$ cat src/hdl/pwb_pkg.sv
// Shared types, constants and the divide-by-255 helper of the pixel wash blend unit.
`timescale 1ns / 1ps

package pwb_pkg;

	typedef enum logic [1:0] {
		MODE_NORMAL = 2'd0,
		MODE_ADD    = 2'd1,
		MODE_LERP   = 2'd2,
		MODE_NONE   = 2'd3
	} blend_mode_t;

	// Register indexes on the configuration port.
	localparam logic REG_BLEND_MODE = 1'b0;
	localparam logic REG_WASH_COLOR = 1'b1;

	localparam logic [31:0] WASH_RESET = 32'hFFFF_FFFF;
	localparam logic [31:0] MASK_RB    = 32'h00FF_00FF;
	localparam logic [31:0] MASK_G     = 32'h0000_FF00;
	localparam logic [7:0]  CH_MAX     = 8'd255;
	localparam logic [15:0] ROUND_255  = 16'd127;

	typedef struct packed {
		logic [31:0] dest_pixel;
		logic [31:0] src_pixel;
	} in_word_t;

	typedef struct packed {
		logic [31:0] out_pixel;
		logic        write_enable;
	} out_word_t;

	typedef struct packed {
		blend_mode_t blend_mode;
		logic [31:0] wash_color;
	} cfg_t;

	// Exact x / 255 for x below 65280 by reciprocal with correction.
	function automatic logic [7:0] div255(input logic [15:0] x);
		logic [16:0] t;
		t = {1'b0, x} + {9'd0, x[15:8]} + 17'd1;
		return t[15:8];
	endfunction

endpackage

$ cat src/hdl/pwb_cfg.sv
// Configuration register file of the pixel wash blend unit on an APB-style port.
`timescale 1ns / 1ps

module pwb_cfg (
	input  logic          clk,
	input  logic          arst_n,
	input  logic          psel,
	input  logic          penable,
	input  logic          pwrite,
	input  logic [2:0]    paddr,
	input  logic [31:0]   pwdata,
	output logic [31:0]   prdata,
	output logic          pready,
	output pwb_pkg::cfg_t cfg
);

	pwb_pkg::blend_mode_t mode_q;
	logic [31:0]          wash_q;
	logic                 wr_en;

	assign pready = 1'b1;
	assign wr_en  = psel && penable && pwrite;

	always_ff @(posedge clk or negedge arst_n) begin
		if (!arst_n) begin
			mode_q <= pwb_pkg::MODE_NORMAL;
			wash_q <= pwb_pkg::WASH_RESET;
		end else if (wr_en) begin
			unique case (paddr[2])
				pwb_pkg::REG_BLEND_MODE: mode_q <= pwb_pkg::blend_mode_t'(pwdata[1:0]);
				pwb_pkg::REG_WASH_COLOR: wash_q <= pwdata;
				default: ;
			endcase
		end
	end

	always_comb begin
		unique case (paddr[2])
			pwb_pkg::REG_BLEND_MODE: prdata = {30'd0, mode_q};
			pwb_pkg::REG_WASH_COLOR: prdata = wash_q;
			default:                 prdata = '0;
		endcase
	end

	assign cfg.blend_mode = mode_q;
	assign cfg.wash_color = wash_q;

endmodule

$ cat src/hdl/pixel_wash_blend_unit.sv
// Top level of the pixel wash blend unit: four-stage blend pipeline.
//
// Usage: drive a source and destination pixel word on pixels and pulse start.
// busy is always low, so a word is taken on every cycle that start is high;
// one pixel per cycle is sustained with no bubbles.
// Each word yields exactly one result word: done is high for one cycle with
// result.write_enable and result.out_pixel. A skipped pixel carries
// write_enable low and out_pixel zero.
// Each result passes through the four register stages: colour products, the divide
// by 255, the lerp and wash multiplies, and the final adds and selection.
// The receiver cannot stall, so no result is ever held or dropped.
// blend_mode and wash_color are written through the APB-style port; the user
// must do so only while no word is in flight, which the block does not enforce.
// pready is always high. Reset clears the pipeline valid bits and sets
// blend_mode to normal and wash_color to all ones.
`timescale 1ns / 1ps

module pixel_wash_blend_unit (
	input  logic              clk,
	input  logic              arst_n,
	input  logic              psel,
	input  logic              penable,
	input  logic              pwrite,
	input  logic [2:0]        paddr,
	input  logic [31:0]       pwdata,
	output logic [31:0]       prdata,
	output logic              pready,
	input  logic              start,
	output logic              busy,
	input  pwb_pkg::in_word_t pixels,
	output logic              done,
	output pwb_pkg::out_word_t result
);

	pwb_pkg::cfg_t cfg;

	pwb_cfg u_cfg (
		.clk     (clk),
		.arst_n  (arst_n),
		.psel    (psel),
		.penable (penable),
		.pwrite  (pwrite),
		.paddr   (paddr),
		.pwdata  (pwdata),
		.prdata  (prdata),
		.pready  (pready),
		.cfg     (cfg)
	);

	assign busy = 1'b0;

	logic accept;
	assign accept = start && !busy;

	// Stage 1: rounded colour products.
	logic                 v_s1, wall_s1;
	pwb_pkg::blend_mode_t mode_s1;
	logic [31:0]          src_s1, dst_s1;
	logic [15:0]          pa_s1, pr_s1, pg_s1, pb_s1;

	always_ff @(posedge clk or negedge arst_n) begin
		if (!arst_n) v_s1 <= 1'b0;
		else         v_s1 <= accept;
	end

	always_ff @(posedge clk) begin
		mode_s1 <= cfg.blend_mode;
		wall_s1 <= (cfg.wash_color == pwb_pkg::WASH_RESET);
		src_s1  <= pixels.src_pixel;
		dst_s1  <= pixels.dest_pixel;
		pa_s1   <= cfg.wash_color[31:24] * pixels.src_pixel[31:24] + pwb_pkg::ROUND_255;
		pr_s1   <= cfg.wash_color[7:0]   * pixels.src_pixel[7:0]   + pwb_pkg::ROUND_255;
		pg_s1   <= cfg.wash_color[15:8]  * pixels.src_pixel[15:8]  + pwb_pkg::ROUND_255;
		pb_s1   <= cfg.wash_color[23:16] * pixels.src_pixel[23:16] + pwb_pkg::ROUND_255;
	end

	// Stage 2: divide by 255 to get the washed channels.
	logic                 v_s2, wall_s2;
	pwb_pkg::blend_mode_t mode_s2;
	logic [31:0]          src_s2, dst_s2;
	logic [7:0]           wa_s2, r_s2, g_s2, b_s2;

	always_ff @(posedge clk or negedge arst_n) begin
		if (!arst_n) v_s2 <= 1'b0;
		else         v_s2 <= v_s1;
	end

	always_ff @(posedge clk) begin
		mode_s2 <= mode_s1;
		wall_s2 <= wall_s1;
		src_s2  <= src_s1;
		dst_s2  <= dst_s1;
		wa_s2   <= pwb_pkg::div255(pa_s1);
		r_s2    <= pwb_pkg::div255(pr_s1);
		g_s2    <= pwb_pkg::div255(pg_s1);
		b_s2    <= pwb_pkg::div255(pb_s1);
	end

	// Stage 3: lerp products and additive products.
	logic [7:0]  lerp_w;
	logic [31:0] tgt_rb, tgt_g, diff_rb, diff_g;
	logic [39:0] full_rb, full_g;

	always_comb begin
		if (mode_s2 == pwb_pkg::MODE_NORMAL) begin
			lerp_w = src_s2[31:24];
			tgt_rb = src_s2 & pwb_pkg::MASK_RB;
			tgt_g  = src_s2 & pwb_pkg::MASK_G;
		end else begin
			lerp_w = wa_s2;
			tgt_rb = {8'd0, b_s2, 8'd0, r_s2};
			tgt_g  = {16'd0, g_s2, 8'd0};
		end
		diff_rb = tgt_rb - (dst_s2 & pwb_pkg::MASK_RB);
		diff_g  = tgt_g - (dst_s2 & pwb_pkg::MASK_G);
		full_rb = {32'd0, lerp_w} * {8'd0, diff_rb};
		full_g  = {32'd0, lerp_w} * {8'd0, diff_g};
	end

	logic                 v_s3, wall_s3;
	pwb_pkg::blend_mode_t mode_s3;
	logic [31:0]          src_s3, dst_s3, lrb_s3, lg_s3;
	logic [7:0]           wa_s3, r_s3, g_s3, b_s3;
	logic [15:0]          ar_s3, ag_s3, ab_s3;

	always_ff @(posedge clk or negedge arst_n) begin
		if (!arst_n) v_s3 <= 1'b0;
		else         v_s3 <= v_s2;
	end

	always_ff @(posedge clk) begin
		mode_s3 <= mode_s2;
		wall_s3 <= wall_s2;
		src_s3  <= src_s2;
		dst_s3  <= dst_s2;
		lrb_s3  <= full_rb[31:0];
		lg_s3   <= full_g[31:0];
		wa_s3   <= wa_s2;
		r_s3    <= r_s2;
		g_s3    <= g_s2;
		b_s3    <= b_s2;
		ar_s3   <= r_s2 * wa_s2;
		ag_s3   <= g_s2 * wa_s2;
		ab_s3   <= b_s2 * wa_s2;
	end

	// Stage 4: final adds, saturation and selection.
	logic [31:0] lerp_px, add_px;
	logic [8:0]  sum_r;
	logic [16:0] sum_g;
	logic [24:0] sum_b;
	logic [7:0]  byte_r, byte_g, byte_b;
	pwb_pkg::out_word_t   res_next;

	always_comb begin
		lerp_px = (((dst_s3 & pwb_pkg::MASK_RB) + (lrb_s3 >> 8)) & pwb_pkg::MASK_RB)
		        | (((dst_s3 & pwb_pkg::MASK_G) + (lg_s3 >> 8)) & pwb_pkg::MASK_G);
		// The low bits of the green and blue products take part in the saturation compare; red uses only the high byte.
		sum_r  = {1'b0, dst_s3[7:0]} + {1'b0, ar_s3[15:8]};
		sum_g  = {1'b0, dst_s3[15:8], 8'd0} + {1'b0, ag_s3};
		sum_b  = {1'b0, dst_s3[23:16], 16'd0} + {1'b0, ab_s3, 8'd0};
		byte_r = (sum_r > 9'h0FF)       ? pwb_pkg::CH_MAX : sum_r[7:0];
		byte_g = (sum_g > 17'h0FF00)    ? pwb_pkg::CH_MAX : sum_g[15:8];
		byte_b = (sum_b > 25'h0FF0000)  ? pwb_pkg::CH_MAX : sum_b[23:16];
		add_px = {8'd0, byte_b, byte_g, byte_r};
	end

	always_comb begin
		res_next = '0;
		if (src_s3[31:24] != 8'd0) begin
			unique case (mode_s3)
				pwb_pkg::MODE_NORMAL: begin
					res_next.write_enable = 1'b1;
					res_next.out_pixel    = (src_s3[31:24] == pwb_pkg::CH_MAX) ? src_s3
					                                                          : lerp_px;
				end
				pwb_pkg::MODE_ADD: begin
					if (wa_s3 != 8'd0 && (r_s3 != 8'd0 || g_s3 != 8'd0 || b_s3 != 8'd0)) begin
						res_next.write_enable = 1'b1;
						res_next.out_pixel    = add_px;
					end
				end
				pwb_pkg::MODE_LERP: begin
					if (wa_s3 != 8'd0) begin
						res_next.write_enable = 1'b1;
						priority if (wa_s3 == pwb_pkg::CH_MAX && wall_s3)
							res_next.out_pixel = src_s3;
						else if (wa_s3 == pwb_pkg::CH_MAX)
							res_next.out_pixel = {8'd0, b_s3, g_s3, r_s3};
						else
							res_next.out_pixel = lerp_px;
					end
				end
				pwb_pkg::MODE_NONE: ;
				default: ;
			endcase
		end
	end

	logic                 v_s4;
	pwb_pkg::blend_mode_t mode_s4;
	pwb_pkg::out_word_t   res_s4;

	always_ff @(posedge clk or negedge arst_n) begin
		if (!arst_n) v_s4 <= 1'b0;
		else         v_s4 <= v_s3;
	end

	always_ff @(posedge clk) begin
		mode_s4 <= mode_s3;
		res_s4  <= res_next;
	end

	assign done   = v_s4;
	assign result = res_s4;

	// Every accepted word comes out as a done strobe after the four register stages.
	a_latency: assert property (@(posedge clk) disable iff (!arst_n)
		accept |-> ##4 done)
		else $error("accepted word did not produce a result after four cycles");

	a_no_spurious: assert property (@(posedge clk) disable iff (!arst_n)
		done |-> $past(accept, 4))
		else $error("result strobe without a matching accepted word");

	a_skip_zero: assert property (@(posedge clk) disable iff (!arst_n)
		done && !result.write_enable |-> result.out_pixel == 32'd0)
		else $error("skipped pixel carries a nonzero value");

	a_mode_none: assert property (@(posedge clk) disable iff (!arst_n)
		done && mode_s4 == pwb_pkg::MODE_NONE |-> !result.write_enable)
		else $error("write enabled in the never-write mode");

endmodule

$ cat config.mk
export PLATFORM = sky130hd
export DESIGN_NAME = pixel_wash_blend_unit
export DESIGN_NICKNAME = d
export VERILOG_FILES = /design/src/hdl/pwb_pkg.sv /design/src/hdl/pwb_cfg.sv /design/src/hdl/pixel_wash_blend_unit.sv
export SDC_FILE = /design/constraint.sdc
export NUM_CORES = 2
export LEC_CHECK = 0
export ABC_AREA = 1
export BUFFER_PORTS_ARGS = -buffer_cell sky130_fd_sc_hd__buf_2
export CORE_ASPECT_RATIO = 0.8
export CORE_MARGIN = 1.5
export CORE_UTILIZATION = 50
export CTS_BUF_LIST = sky130_fd_sc_hd__clkbuf_16
export DETAILED_ROUTE_END_ITERATION = 6
export GPL_TIMING_DRIVEN = 0
export PLACE_DENSITY = 0.67
export SYNTH_ARGS = -nofsm -noshare
export SYNTH_HDL_FRONTEND = slang
export SYNTH_HIERARCHICAL = 1
export SYNTH_SLANG_ARGS = --single-unit
export TNS_END_PERCENT = 10
$ cat constraint.sdc
create_clock -name clk -period 15.45 [get_ports clk]
set_input_delay 3.09 -clock clk [delete_from_list [all_inputs] [get_ports clk]]
set_output_delay 3.09 -clock clk [all_outputs]
set_load 0.05 [all_outputs]
==> flow_summary_export.csv <==
group,metric,value,unit
worst_hold_path,min_from,"src_s1[7]",
global_route,grt_pass1_vias,32350,
timing,max_freq,0.1263,GHz
worst_setup_path,endpoint_kind,"flip-flop",
clock_network,insertion_delay,610,ps
clock_network,clk_pin_slew_worst_paths,70,ps
logic_synthesis,netlist-cell-type-count,60,
clock_network,numClockSinks,448,
die,core-area,80520,sq um
clock_network,post-cts-setup-buffers,0,
placement,numPortBuffers,160,
logic_synthesis,yosysSeqAreaShare,22.58,%
placement,place.gp.congestion,0.9721,
die,start_util,50.59,%
clock_network,holdBufCountCts,0,
logic_synthesis,syn_area,40730,sq um
routing,num_vias,33232,
worst_hold_path,hold_end,"src_s2[7]",
routing,drc_errors,0,
worst_setup_path,crit_slowest_cell,"xnor2_1",
worst_setup_path,critPathRequiredTime,15940,ps
timing,final_max_slew_viol_count,0,
worst_hold_path,holdPathStages,0,
flow_run,drv_cap,0,
global_route,overflow,0,
die,ios,173,
logic_synthesis,syn_nets,6117,
final_layout,multi_input_area,26890,sq um
run_status,status,"finished, final reports clean",
worst_setup_path,max_stage_delay,740,ps
logic_synthesis,syn_inst,5124,
worst_setup_path,crit_top_cell,"fa_1",
clock_network,post_cts_resized,0,
routing,routed_wire_length_per_instance,17.42,um
clock_network,cts_buffers,46,
final_layout,layout.nets,6325,
worst_setup_path,start_kind,"flip-flop",
timing,setup_viol,0,
routing,vias_per_cell,5.143,
routing,highest_layer,"met5",
logic_synthesis,ys_seq_elements,448,
worst_setup_path,crit_fanout,10,
routing,drt-met1-wl,52.93,mm
worst_hold_path,hp-class,"flip-flop to flip-flop",
routing,drt_iter0_drc,2624,
routing,dr_wl_met2,47.04,mm
clock_network,cts-root-buf,"clkbuf_16",
worst_setup_path,cp_num_buf_inv,6,
worst_setup_path,rrSetupSlack,7530,ps
timing,fin_setup_tns,0,ps
final_layout,register_area,9199,sq um
final_layout,n_fill_cell,7566,
routing,wl_met3,9.778,mm
timing,slew_headroom,33.26,%
worst_setup_path,r2r-end,"lrb_s3[30]",
logic_synthesis,synth-async-reset-ratio,8.482,%
timing,worst_pin_slew,994.5,ps
die,die_h,258.3,um
logic_synthesis,syn_area_per_cell,7.950,sq um
routing,ant_nets,0,
timing,grt_setup_unrepaired,"false",
logic_synthesis,synth-warning-count,6,
global_route,antenna_found_initial,5,
worst_setup_path,r2r-start,"mode_s2[1]",
clock_network,cts_buffer_depth,3,
logic_synthesis,synth_edf_count,0,
routing,wl,112.6,mm
die,die_area,83200,sq um
placement,dp.final_hpwl,94.69,mm
timing,clock_skew,20.82,ps
final_layout,syn2layout_area_growth,9.442,%
worst_setup_path,worstPathArrival,8410,ps
global_route,grt_pass1_wl,178.3,mm
clock_network,htree_levels,2,
worst_setup_path,crit_family,"adder cells",
timing,min_period,7918,ps
logic_synthesis,ys.flop_type,"dfxtp_1",
die,num_rows,93,
worst_setup_path,path_class,"flip-flop to flip-flop",
die,die_x,322.1,um
global_route,grtUsageTotal,27.44,%
timing,finalHoldViolCount,0,
clock_network,cts_tree,"built",
worst_setup_path,reg2reg_depth,28,
timing,min_period_over_period,51.25,%
global_route,grt_max_degree,39,
final_layout,layout-drive-gt1-share,6.649,%
routing,first_pass_iters,6,
-- through the flow --
step                      hold WS, ps  cell area, sq um  utilization (%)  setup WS [ps]  instances
after floorplan                 309.6             40730                -           8533       5124
after global placement          311.1             42900            53.28           7745       6376
after detailed placement        312.1             42900            53.28           7743       6376
after CTS                       320.2             44580            55.36           7699       6461
after global routing            324.1             44580            55.36           7129       6461
final                           319.4             44580            55.36           7532       6462
-- flip-flops by register name (all words and copies together), names as in the netlist, 16 cells and up --
name,cells
dst_s2,24
lrb_s3,24
pb_s1,16
pr_s1,16
ag_s3,16
dst_s1,24
u_cfg/wash_q,32
pa_s1,16
src_s3,32
ab_s3,16
pg_s1,16
src_s2,32
result,33
dst_s3,24
src_s1,32
-- how the worst max path moves through the flow --
stage                     startpoint         end  slack (ps)  cells past startpoint
after detailed placement  mode_s2[1]  lrb_s3[30]        7740                     29
final                     mode_s2[1]  lrb_s3[30]        7530                     28
after global routing      mode_s2[1]  lrb_s3[28]        7130                     26
after CTS                 mode_s2[1]  lrb_s3[30]        7700                     29
after global placement    mode_s2[1]  lrb_s3[28]        7740                     26
after floorplan             paddr[2]   prdata[0]        8530                      4
-- logic make-up after synthesis --
logic type	synth area share (%)
mux	0.6021
fa+ha+maj	36.33
buf+inv	11.40
other cells	0.01844
simple gates	19.62
xor+xnor	3.526
compound gates	5.928
flops	22.58
-- placed cells by master (no fill, tap or decap), types with 18 or more instances in the layout --
master / n
a21o_1: 22
a21oi_1: 209
a31oi_1: 18
buf_2: 181
clkbuf_1: 140
clkbuf_16: 48
dfstp_2: 32
dfxtp_1: 410
fa_1: 491
ha_1: 397
inv_1: 1043
mux2_2: 20
nand2_1: 1224
nand3_1: 201
nand4_1: 53
nor2_1: 377
nor3_1: 40
o21ai_0: 101
xnor2_1: 52
xor2_1: 112
-- Yosys cell counts, drive strengths merged (13+ instances only) --
| cell type | count | area share [%] |
|---|---|---|
| a31oi | 18 | 0.28 |
| buf | 32 | 0.45 |
| nor4 | 13 | 0.27 |
| xnor2 | 52 | 1.1 |
| nor3 | 41 | 0.52 |
| nand3 | 202 | 2.5 |
| dfstp | 32 | 2.1 |
| or2 | 14 | 0.22 |
| dfxtp | 410 | 20 |
| nand2 | 1227 | 11 |
| o21bai | 13 | 0.24 |
| nand4 | 53 | 0.81 |
| o21ai | 113 | 1.4 |
| mux2 | 20 | 0.55 |
| nand3b | 17 | 0.31 |
| fa | 491 | 24 |
| clkbuf | 140 | 1.3 |
| a21o | 22 | 0.41 |
| inv | 1046 | 9.6 |
| a21oi | 209 | 2.6 |
| ha | 397 | 12 |
| nor2 | 381 | 3.6 |
| xor2 | 112 | 2.4 |
-- worst register-to-register path, delay by kind of cell (launching register included) --
| family | cells | cell delay (ps) |
|---|---|---|
| adder cells (fa/ha/maj) | 6 | 2780 |
| AO/OA/AOI/OAI | 9 | 1490 |
| XOR/XNOR | 2 | 1030 |
| buffers and inverters | 6 | 990 |
| AND/OR/NAND/NOR | 4 | 620 |
| multiplexers | 1 | 440 |
| flip-flops | 1 | 430 |
-- per-layer routing --
layer	vias to the layer above	track usage, %
li1	16042	-
met1	15742	40.72
met2	1282	41.03
met3	160	5.299
met4	6	6.853
met5	-	0
-- area by class of cell --
class | instances | share of cell area, %
timing repair buffer | 160 | 1.796
clock buffer | 48 | 2.694
antenna | 1 | 0.005613
buffer | 172 | 1.591
sequential | 448 | 20.63
multi-input combinational | 3456 | 60.32
clock inverter | 37 | 1.067
tap | 1092 | 3.065
inverter | 1048 | 8.827
Power is left out: the tool's default activity adds up to more than one toggle a clock period on the data nets, which glitch-free logic cannot reach.
